==> config.mk <==
export PLATFORM = sky130hd
export DESIGN_NAME = touch_autocal_coordinate_map
export DESIGN_NICKNAME = d
export VERILOG_FILES = /design/src/tacm_pkg.sv /design/src/tacm_lane.sv /design/src/tacm_merge.sv /design/src/touch_autocal_coordinate_map.sv
export VERILOG_INCLUDE_DIRS = /design/src /design/src/src
export SDC_FILE = /design/constraint.sdc
export NUM_CORES = 1
export LEC_CHECK = 0
export BUFFER_PORTS_ARGS = -buffer_cell sky130_fd_sc_hd__buf_2
export CELL_PAD_IN_SITES_DETAIL_PLACEMENT = 1
export CELL_PAD_IN_SITES_GLOBAL_PLACEMENT = 2
export CORE_UTILIZATION = 38
export DETAILED_ROUTE_END_ITERATION = 6
export PLACE_DENSITY_LB_ADDON = 0.1
export REMOVE_ABC_BUFFERS = 1
export SLEW_MARGIN = 5
export SYNTH_ARGS = -nofsm -noshare
export SYNTH_HDL_FRONTEND = slang
export SYNTH_HIERARCHICAL = 1
export SYNTH_SLANG_ARGS = --single-unit
==> constraint.sdc <==
create_clock -name clk -period 7.1 [get_ports clk]
set_input_delay 1.065 -clock clk [delete_from_list [all_inputs] [get_ports clk]]
set_output_delay 1.065 -clock clk [all_outputs]
set_load 0.01 [all_outputs]
==> src/touch_autocal_coordinate_map_defines.svh <==
// assertion macros for the touch calibration mapper
`ifndef TOUCH_AUTOCAL_COORDINATE_MAP_DEFINES_SVH
`define TOUCH_AUTOCAL_COORDINATE_MAP_DEFINES_SVH

`ifndef SYNTHESIS
`define TACM_ASSERT_IMP(label, clk, rst_n, ante, cons) \
    label: assert property (@(posedge clk) disable iff (!rst_n) (ante) |-> (cons)) \
        else $error("tacm assertion failed");
`define TACM_ASSERT_NEXT(label, clk, rst_n, ante, cons) \
    label: assert property (@(posedge clk) disable iff (!rst_n) (ante) |=> (cons)) \
        else $error("tacm assertion failed");
`else
`define TACM_ASSERT_IMP(label, clk, rst_n, ante, cons)
`define TACM_ASSERT_NEXT(label, clk, rst_n, ante, cons)
`endif

`endif

==> src/tacm_pkg.sv <==
// shared types and constants of the touch calibration mapper
`default_nettype none

package tacm_pkg;

    localparam int RAW_W         = 16;
    localparam int COORD_W       = 12;
    localparam int PROD_W        = RAW_W + COORD_W;
    localparam int CNT_W         = $clog2(COORD_W);
    localparam int SCREEN_WIDTH  = 320;
    localparam int SCREEN_HEIGHT = 240;

    localparam logic [COORD_W-1:0] WIDTH_M1  = COORD_W'(SCREEN_WIDTH - 1);
    localparam logic [COORD_W-1:0] HEIGHT_M1 = COORD_W'(SCREEN_HEIGHT - 1);
    localparam logic [COORD_W-1:0] COORD_NONE = '1;

    typedef enum logic [1:0] {
        ROT_SWAP_MIRROR_Y = 2'd0,
        ROT_MIRROR_BOTH   = 2'd1,
        ROT_SWAP_MIRROR_X = 2'd2,
        ROT_NONE          = 2'd3
    } rot_mode_t;

    typedef struct packed {
        logic               done;
        logic [COORD_W-1:0] mapped;
    } lane_status_t;

endpackage

`default_nettype wire

==> src/tacm_lane.sv <==
// one axis: min/max tracking, scale multiply and serial divide
`default_nettype none

module tacm_lane
    import tacm_pkg::*;
(
    input  wire logic               clk,
    input  wire logic               rst_n,
    input  wire logic               start,
    input  wire logic [RAW_W-1:0]   raw,
    input  wire logic [COORD_W-1:0] size_m1,
    output lane_status_t            status
);

    typedef enum logic [3:0] {
        L_IDLE = 4'b0001,
        L_MUL  = 4'b0010,
        L_DIV  = 4'b0100,
        L_DONE = 4'b1000
    } lane_state_t;

    lane_state_t        state_reg, state_next;
    logic [RAW_W-1:0]   lo_reg, lo_next;
    logic [RAW_W-1:0]   hi_reg, hi_next;
    logic [RAW_W-1:0]   raw_reg, raw_next;
    logic [RAW_W-1:0]   span_reg, span_next;
    logic [RAW_W-1:0]   rem_reg, rem_next;
    logic [COORD_W-1:0] bits_reg, bits_next;
    logic [COORD_W-1:0] quo_reg, quo_next;
    logic [CNT_W-1:0]   cnt_reg, cnt_next;

    logic               unset;
    logic [RAW_W-1:0]   seed_lo;
    logic [RAW_W-1:0]   seed_hi;
    logic [RAW_W-1:0]   span;
    logic [RAW_W-1:0]   offset;
    logic [PROD_W-1:0]  prod;
    logic [RAW_W:0]     trial;
    logic [RAW_W:0]     trial_sub;
    logic               trial_ge;

    assign unset     = (lo_reg == '0) && (hi_reg == '0);
    assign seed_lo   = unset ? raw : lo_reg;
    assign seed_hi   = unset ? raw : hi_reg;
    assign span      = hi_reg - lo_reg;
    assign offset    = raw_reg - lo_reg;
    assign prod      = PROD_W'(offset) * PROD_W'(size_m1);
    assign trial     = {rem_reg, bits_reg[COORD_W-1]};
    assign trial_ge  = trial >= {1'b0, span_reg};
    assign trial_sub = trial - {1'b0, span_reg};

    always_comb
    begin
        state_next = state_reg;
        lo_next    = lo_reg;
        hi_next    = hi_reg;
        raw_next   = raw_reg;
        span_next  = span_reg;
        rem_next   = rem_reg;
        bits_next  = bits_reg;
        quo_next   = quo_reg;
        cnt_next   = cnt_reg;
        unique case (state_reg)
            L_IDLE, L_DONE:
            begin
                if (start)
                begin
                    // widen the window, seeding an unset axis
                    lo_next    = (raw < seed_lo) ? raw : seed_lo;
                    hi_next    = (raw > seed_hi) ? raw : seed_hi;
                    raw_next   = raw;
                    state_next = L_MUL;
                end
            end
            L_MUL:
            begin
                span_next = span;
                rem_next  = prod[PROD_W-1:COORD_W];
                bits_next = prod[COORD_W-1:0];
                cnt_next  = CNT_W'(COORD_W - 1);
                quo_next  = '0;
                // flat axis maps to zero
                state_next = (span == '0) ? L_DONE : L_DIV;
            end
            L_DIV:
            begin
                rem_next  = trial_ge ? trial_sub[RAW_W-1:0] : trial[RAW_W-1:0];
                quo_next  = {quo_reg[COORD_W-2:0], trial_ge};
                bits_next = {bits_reg[COORD_W-2:0], 1'b0};
                cnt_next  = cnt_reg - 1'b1;
                if (cnt_reg == '0)
                begin
                    state_next = L_DONE;
                end
            end
            default:
            begin
                state_next = L_IDLE;
            end
        endcase
    end

    always_ff @(posedge clk or negedge rst_n)
    begin
        if (!rst_n)
        begin
            state_reg <= L_IDLE;
            lo_reg    <= '0;
            hi_reg    <= '0;
        end
        else
        begin
            state_reg <= state_next;
            lo_reg    <= lo_next;
            hi_reg    <= hi_next;
        end
    end

    always_ff @(posedge clk)
    begin
        raw_reg  <= raw_next;
        span_reg <= span_next;
        rem_reg  <= rem_next;
        bits_reg <= bits_next;
        quo_reg  <= quo_next;
        cnt_reg  <= cnt_next;
    end

    assign status.done   = (state_reg == L_DONE);
    assign status.mapped = quo_reg;

endmodule

`default_nettype wire

==> src/tacm_merge.sv <==
// rotation of the two lane results and the output register
`default_nettype none

module tacm_merge
    import tacm_pkg::*;
(
    input  wire logic               clk,
    input  wire logic               rst_n,
    input  wire logic               load,
    input  wire logic               touched,
    input  wire logic [COORD_W-1:0] map_x,
    input  wire logic [COORD_W-1:0] map_y,
    input  wire rot_mode_t          rot,
    input  wire logic               m_axis_tready,
    output logic                    m_axis_tvalid,
    output logic [2*COORD_W-1:0]    m_axis_tdata,  // screen_x, screen_y
    output logic                    m_axis_tuser   // touched
);

    logic                 tvalid_reg, tvalid_next;
    logic [2*COORD_W-1:0] tdata_reg;
    logic                 tuser_reg;
    logic [COORD_W-1:0]   sx;
    logic [COORD_W-1:0]   sy;

    always_comb
    begin
        unique case (rot)
            ROT_SWAP_MIRROR_Y:
            begin
                sx = map_y;
                sy = WIDTH_M1 - map_x;
            end
            ROT_MIRROR_BOTH:
            begin
                sx = WIDTH_M1 - map_x;
                sy = HEIGHT_M1 - map_y;
            end
            ROT_SWAP_MIRROR_X:
            begin
                sx = HEIGHT_M1 - map_y;
                sy = map_x;
            end
            default:
            begin
                sx = map_x;
                sy = map_y;
            end
        endcase
    end

    always_comb
    begin
        tvalid_next = tvalid_reg;
        if (load)
        begin
            tvalid_next = 1'b1;
        end
        else if (m_axis_tready)
        begin
            tvalid_next = 1'b0;
        end
    end

    always_ff @(posedge clk or negedge rst_n)
    begin
        if (!rst_n)
        begin
            tvalid_reg <= 1'b0;
        end
        else
        begin
            tvalid_reg <= tvalid_next;
        end
    end

    always_ff @(posedge clk)
    begin
        if (load)
        begin
            tuser_reg <= touched;
            tdata_reg <= touched ? {sy, sx} : {COORD_NONE, COORD_NONE};
        end
    end

    assign m_axis_tvalid = tvalid_reg;
    assign m_axis_tdata  = tdata_reg;
    assign m_axis_tuser  = tuser_reg;

endmodule

`default_nettype wire

==> src/touch_autocal_coordinate_map.sv <==
// top level of the self-calibrating touch coordinate mapper
//
// input stream: s_axis_tdata carries raw_x (bits 15:0) and raw_y (31:16),
// s_axis_tuser carries pen_down. output stream: m_axis_tdata carries
// screen_x (11:0) and screen_y (23:12), m_axis_tuser carries touched.
// cfg_wr_en / cfg_wr_data write the 2-bit rotation mode; write only while idle.
// one transaction is processed at a time. a pen-down sample runs through both
// axis lanes in parallel: the min/max window widens at acceptance, then a
// multiply step, a 12-step restoring divide (skipped on a flat axis), a step to
// see both lanes done and a load step that raises m_axis_tvalid. a pen-up
// sample skips the lanes and goes straight to the load step. s_axis_tready
// returns the cycle after the load, so a new sample is taken only after the
// last one is loaded. the result sits in an output register; while the
// receiver stalls, the finished transaction waits in the load step and
// s_axis_tready stays low.
// reset clears the calibration window, rotation mode 0 and output valid.
`default_nettype none

`include "touch_autocal_coordinate_map_defines.svh"

module touch_autocal_coordinate_map
    import tacm_pkg::*;
(
    input  wire logic                 clk,
    input  wire logic                 rst_n,
    input  wire logic                 s_axis_tvalid,
    output logic                      s_axis_tready,
    input  wire logic [2*RAW_W-1:0]   s_axis_tdata,  // raw_x, raw_y
    input  wire logic                 s_axis_tuser,  // pen_down
    output logic                      m_axis_tvalid,
    input  wire logic                 m_axis_tready,
    output logic [2*COORD_W-1:0]      m_axis_tdata,  // screen_x, screen_y
    output logic                      m_axis_tuser,  // touched
    input  wire logic                 cfg_wr_en,
    input  wire logic [1:0]           cfg_wr_data
);

    typedef enum logic [2:0] {
        S_IDLE = 3'b001,
        S_BUSY = 3'b010,
        S_EMIT = 3'b100
    } top_state_t;

    top_state_t   state_reg, state_next;
    rot_mode_t    rot_reg;
    logic         pen_reg;
    logic         accept;
    logic         start;
    logic         out_free;
    logic         load;
    lane_status_t lane_x;
    lane_status_t lane_y;

    assign s_axis_tready = (state_reg == S_IDLE);
    assign accept        = s_axis_tvalid && s_axis_tready;
    assign start         = accept && s_axis_tuser;
    assign out_free      = !m_axis_tvalid || m_axis_tready;
    assign load          = (state_reg == S_EMIT) && out_free;

    tacm_lane u_lane_x (
        .clk     (clk),
        .rst_n   (rst_n),
        .start   (start),
        .raw     (s_axis_tdata[RAW_W-1:0]),
        .size_m1 (WIDTH_M1),
        .status  (lane_x)
    );

    tacm_lane u_lane_y (
        .clk     (clk),
        .rst_n   (rst_n),
        .start   (start),
        .raw     (s_axis_tdata[2*RAW_W-1:RAW_W]),
        .size_m1 (HEIGHT_M1),
        .status  (lane_y)
    );

    tacm_merge u_merge (
        .clk           (clk),
        .rst_n         (rst_n),
        .load          (load),
        .touched       (pen_reg),
        .map_x         (lane_x.mapped),
        .map_y         (lane_y.mapped),
        .rot           (rot_reg),
        .m_axis_tready (m_axis_tready),
        .m_axis_tvalid (m_axis_tvalid),
        .m_axis_tdata  (m_axis_tdata),
        .m_axis_tuser  (m_axis_tuser)
    );

    always_comb
    begin
        state_next = state_reg;
        unique case (state_reg)
            S_IDLE:
            begin
                if (accept)
                begin
                    state_next = s_axis_tuser ? S_BUSY : S_EMIT;
                end
            end
            S_BUSY:
            begin
                if (lane_x.done && lane_y.done)
                begin
                    state_next = S_EMIT;
                end
            end
            S_EMIT:
            begin
                if (out_free)
                begin
                    state_next = S_IDLE;
                end
            end
            default:
            begin
                state_next = S_IDLE;
            end
        endcase
    end

    always_ff @(posedge clk or negedge rst_n)
    begin
        if (!rst_n)
        begin
            state_reg <= S_IDLE;
            rot_reg   <= ROT_SWAP_MIRROR_Y;
        end
        else
        begin
            state_reg <= state_next;
            if (cfg_wr_en)
            begin
                rot_reg <= rot_mode_t'(cfg_wr_data);
            end
        end
    end

    always_ff @(posedge clk)
    begin
        if (accept)
        begin
            pen_reg <= s_axis_tuser;
        end
    end

    `TACM_ASSERT_NEXT(a_busy_after_accept, clk, rst_n, accept, !s_axis_tready)
    `TACM_ASSERT_IMP(a_pen_up_all_ones, clk, rst_n, m_axis_tvalid && !m_axis_tuser,
        m_axis_tdata == {COORD_NONE, COORD_NONE})
    `TACM_ASSERT_IMP(a_x_in_range, clk, rst_n, lane_x.done, lane_x.mapped <= WIDTH_M1)
    `TACM_ASSERT_IMP(a_y_in_range, clk, rst_n, lane_y.done, lane_y.mapped <= HEIGHT_M1)
    `TACM_ASSERT_NEXT(a_emit_holds, clk, rst_n,
        (state_reg == S_EMIT) && m_axis_tvalid && !m_axis_tready, state_reg == S_EMIT)

endmodule

`default_nettype wire

==> results.md <==
* Chip width at 284 microns
* CTS Root Cell: clkbuf_16
* Rel. slew slack at 25.1%
* Die area at 80600 sq um
* Non-Filler Instances at 4691
* WHS at 0.397 ns
* Area Overhead vs Synth at 18.1%
* R2r worst-path depth at 30
* Most used DFF post-synth: edfxtp_1
* Synth async-reset ratio at 30.5%
* Gr busiest metal: met2
* Vias per cell at 5.24
* R2R Path End: u_lane_x/rem_reg[12]
* Port-buffer cells at 66
* Design Area, Final at 35700 sq um
* CTS hold repair buffers at 0
* Fillers at 9128
* Dpl hpwl at 71100 microns
* Vias in the first global route at 26700
* Post-synthesis sequential area ratio at 24.2%
* # DRC at 0
* Clk sinks at 256
* CTS H-tree lvls at 2
* Grt total ovfl at 0
* Kind of end point of the critical path: flip-flop
* Timing startpoint of the critical path: u_lane_x/raw_reg[0]
* Initial drt markers at 855
* Global-route wire length before repair at 143000 microns
* Max-cap viol count at 0
* DRT Pass-1 Iters at 4
* Commonest non-fill, non-tap cell in the layout: inv_1
* Die height at 284 microns
* Reg2Reg Setup Slack at 0.12 ns
* CTS clk-pin slew, worst paths at 0.06 ns
* M2 GR Usage at 38.4%
* # nets final at 4229
* Initial antenna violation count at 2
* Met1 Use GR at 29.7%
* WL/cell at 19.0 microns
* Total track usage at 22.0%
* Post-synth cell types at 96
* Startpoint Class: flip-flop
* Worst hold path class: input pin to async pin
* Actual slew at the worst max-slew pin at 1.12 ns
* Largest stage delay, worst path at 0.50 ns
* R2R Path Start: u_lane_x/raw_reg[0]
* Fmax achieved at 143 MHz
* Multi-input gate area at 21900 sq um
* Top cells by area, synth: fa_1 19%, edfxtp_1 18%, ha_1 12%, dfrtp_1 6.2%, inv_1 5.6%
* DP Cell Count at 4601
* Placed Instance Area at 33500 sq um
* ANT nets after route at 0
* Final hold vios at 0
* Cell taking the most area after synthesis: fa_1
* Mean area per synthesized cell at 9.18 sq um
* CTS tree: yes
* Critical path class: flip-flop to flip-flop
* EDFF count, synth at 178
* Max reg flops at 24
* Largest net degree at the start of global routing at 67
* Initial Utilization at 38.3%
* Tcrit/Tclk final at 98.3%
* RSZ-0062 raised after global routing: true
* Max stage delay cell, worst path: or4b_4
* Yosys warnings at 6
* Met3 Resource Use GR at 1.91%
* Row cnt at 103
* Seq cells post-synth at 256
* Vias at 24600
* Max Slew Vio Count at 0
* Worst EP required at 7.47 ns
* Boundary pin count at 67
* Critical Path Most Common Cell: fa_1
* Final setup fails at 0
* Most frequent cells in the layout: 443 x inv_1, 346 x nand2_1, 274 x fa_1, 271 x ha_1, 236 x buf_4
* Synth top area share at 19.0%
* Clock latency on the worst-skew pair at 0.56 ns
* Mapped Cells at 3290
* Min Tclk post-route at 6.98 ns
* GPL Wtd Cong at 0.877
* Final WL at 89000 microns
* Core box area at 78900 sq um
* Share of cells above drive strength 1 at 14.9%
* Worst EP arrival at 7.35 ns
* Worst Path Max Fanout at 3
* Status: finished clean
* Register area at 7300 sq um
* Number of CTS-inserted buffers at 34
* Clk buf depth at 3
* Area of the mapped netlist at 30200 sq um
* Final Skew at 0.0393 ns
==> synthesized netlist by cell type, types with 18 or more instances <==
library cell  count
inv_1           451
nand2_1         350
ha_1            290
fa_1            286
a21oi_1         193
edfxtp_1        178
and2_1          148
clkbuf_1        128
nor2_1          123
o21ai_0          96
xnor2_1          91
nand2b_1         79
dfrtp_1          75
a21o_1           62
nor2b_1          61
nand3_1          57
nor3_1           48
a22o_1           47
nand4_1          41
o21a_1           40
xor2_1           38
o211ai_1         28
nor4_1           25
mux2i_1          24
or3_1            24
a31oi_1          23
a211oi_1         18
==> layout make-up <==
type	count	area share, %
antenna	2	0.0140
clock buffer	38	2.46
clock inverter	24	0.726
inverter	453	4.77
multi-input combinational	2551	61.3
sequential	256	20.5
tap	1050	3.68
timing repair buffer	317	6.55
==> repair_timing <==
item | CTS | global route
endpoints found under the setup margin | 18 | 21
setup buffers | 9 | 20
gates resized for setup | 39 | 123
pin swaps | 26 | 97
cloned | 0 | 1
==> how the worst max path moves through the flow <==
stage / end / slack, ns / depth (start not counted)
final: u_lane_x/rem_reg[12] / 0.12 / 30
after global routing: u_lane_x/rem_reg[12] / -0.16 / 28
after CTS: u_lane_x/rem_reg[11] / 0.0007 / 29
after detailed placement: u_lane_x/rem_reg[12] / -0.36 / 28
after global placement: u_lane_x/rem_reg[11] / -0.21 / 29
after floorplan: u_lane_y/rem_reg[8] / -0.53 / 26
==> layer usage <==
layer | up-vias | wire length, microns
met2 | 280 | 44000
li1 | 11700 | -
met4 | 0 | 1210
met5 | - | 0
met3 | 85 | 2290
met1 | 12500 | 41500
==> metrics by stage <==
step                setup WS [ns]  util [%]  setup TNS [ns]
finish                      0.120      45.2               0
detailed placement         -0.362      42.5           -3.82
global route               -0.158      45.2           -1.03
floorplan                  -0.532         -           -3.51
global placement           -0.214      42.5           -1.06
CTS                      0.000693      44.3               0
==> worst max-delay path, delay by kind of cell (launching register included) <==
family	cells	cell delay [ns]
AO/OA/AOI/OAI	8	1.34
XOR/XNOR	1	0.16
adder cells (fa/ha/maj)	8	3.02
buffers and inverters	5	0.37
flip-flops	1	0.37
AND/OR/NAND/NOR	8	1.51
==> logic make-up (layout without fill, tap and decap cells) <==
family | count (synthesis) | count (layout) | synth area share, %
other | 2 | 122 | 0.0249
adder cells (fa/ha/maj) | 576 | 576 | 31.0
flip-flops | 256 | 256 | 24.2
buffers and inverters | 601 | 832 | 7.60
AND/OR/NAND/NOR | 1054 | 1054 | 18.1
multiplexers | 42 | 42 | 1.54
XOR/XNOR | 129 | 129 | 3.74
AO/OA/AOI/OAI | 630 | 630 | 13.9
Power is left out: the tool's default activity adds up to more than one toggle a clock period on the data nets, which glitch-free logic cannot reach.
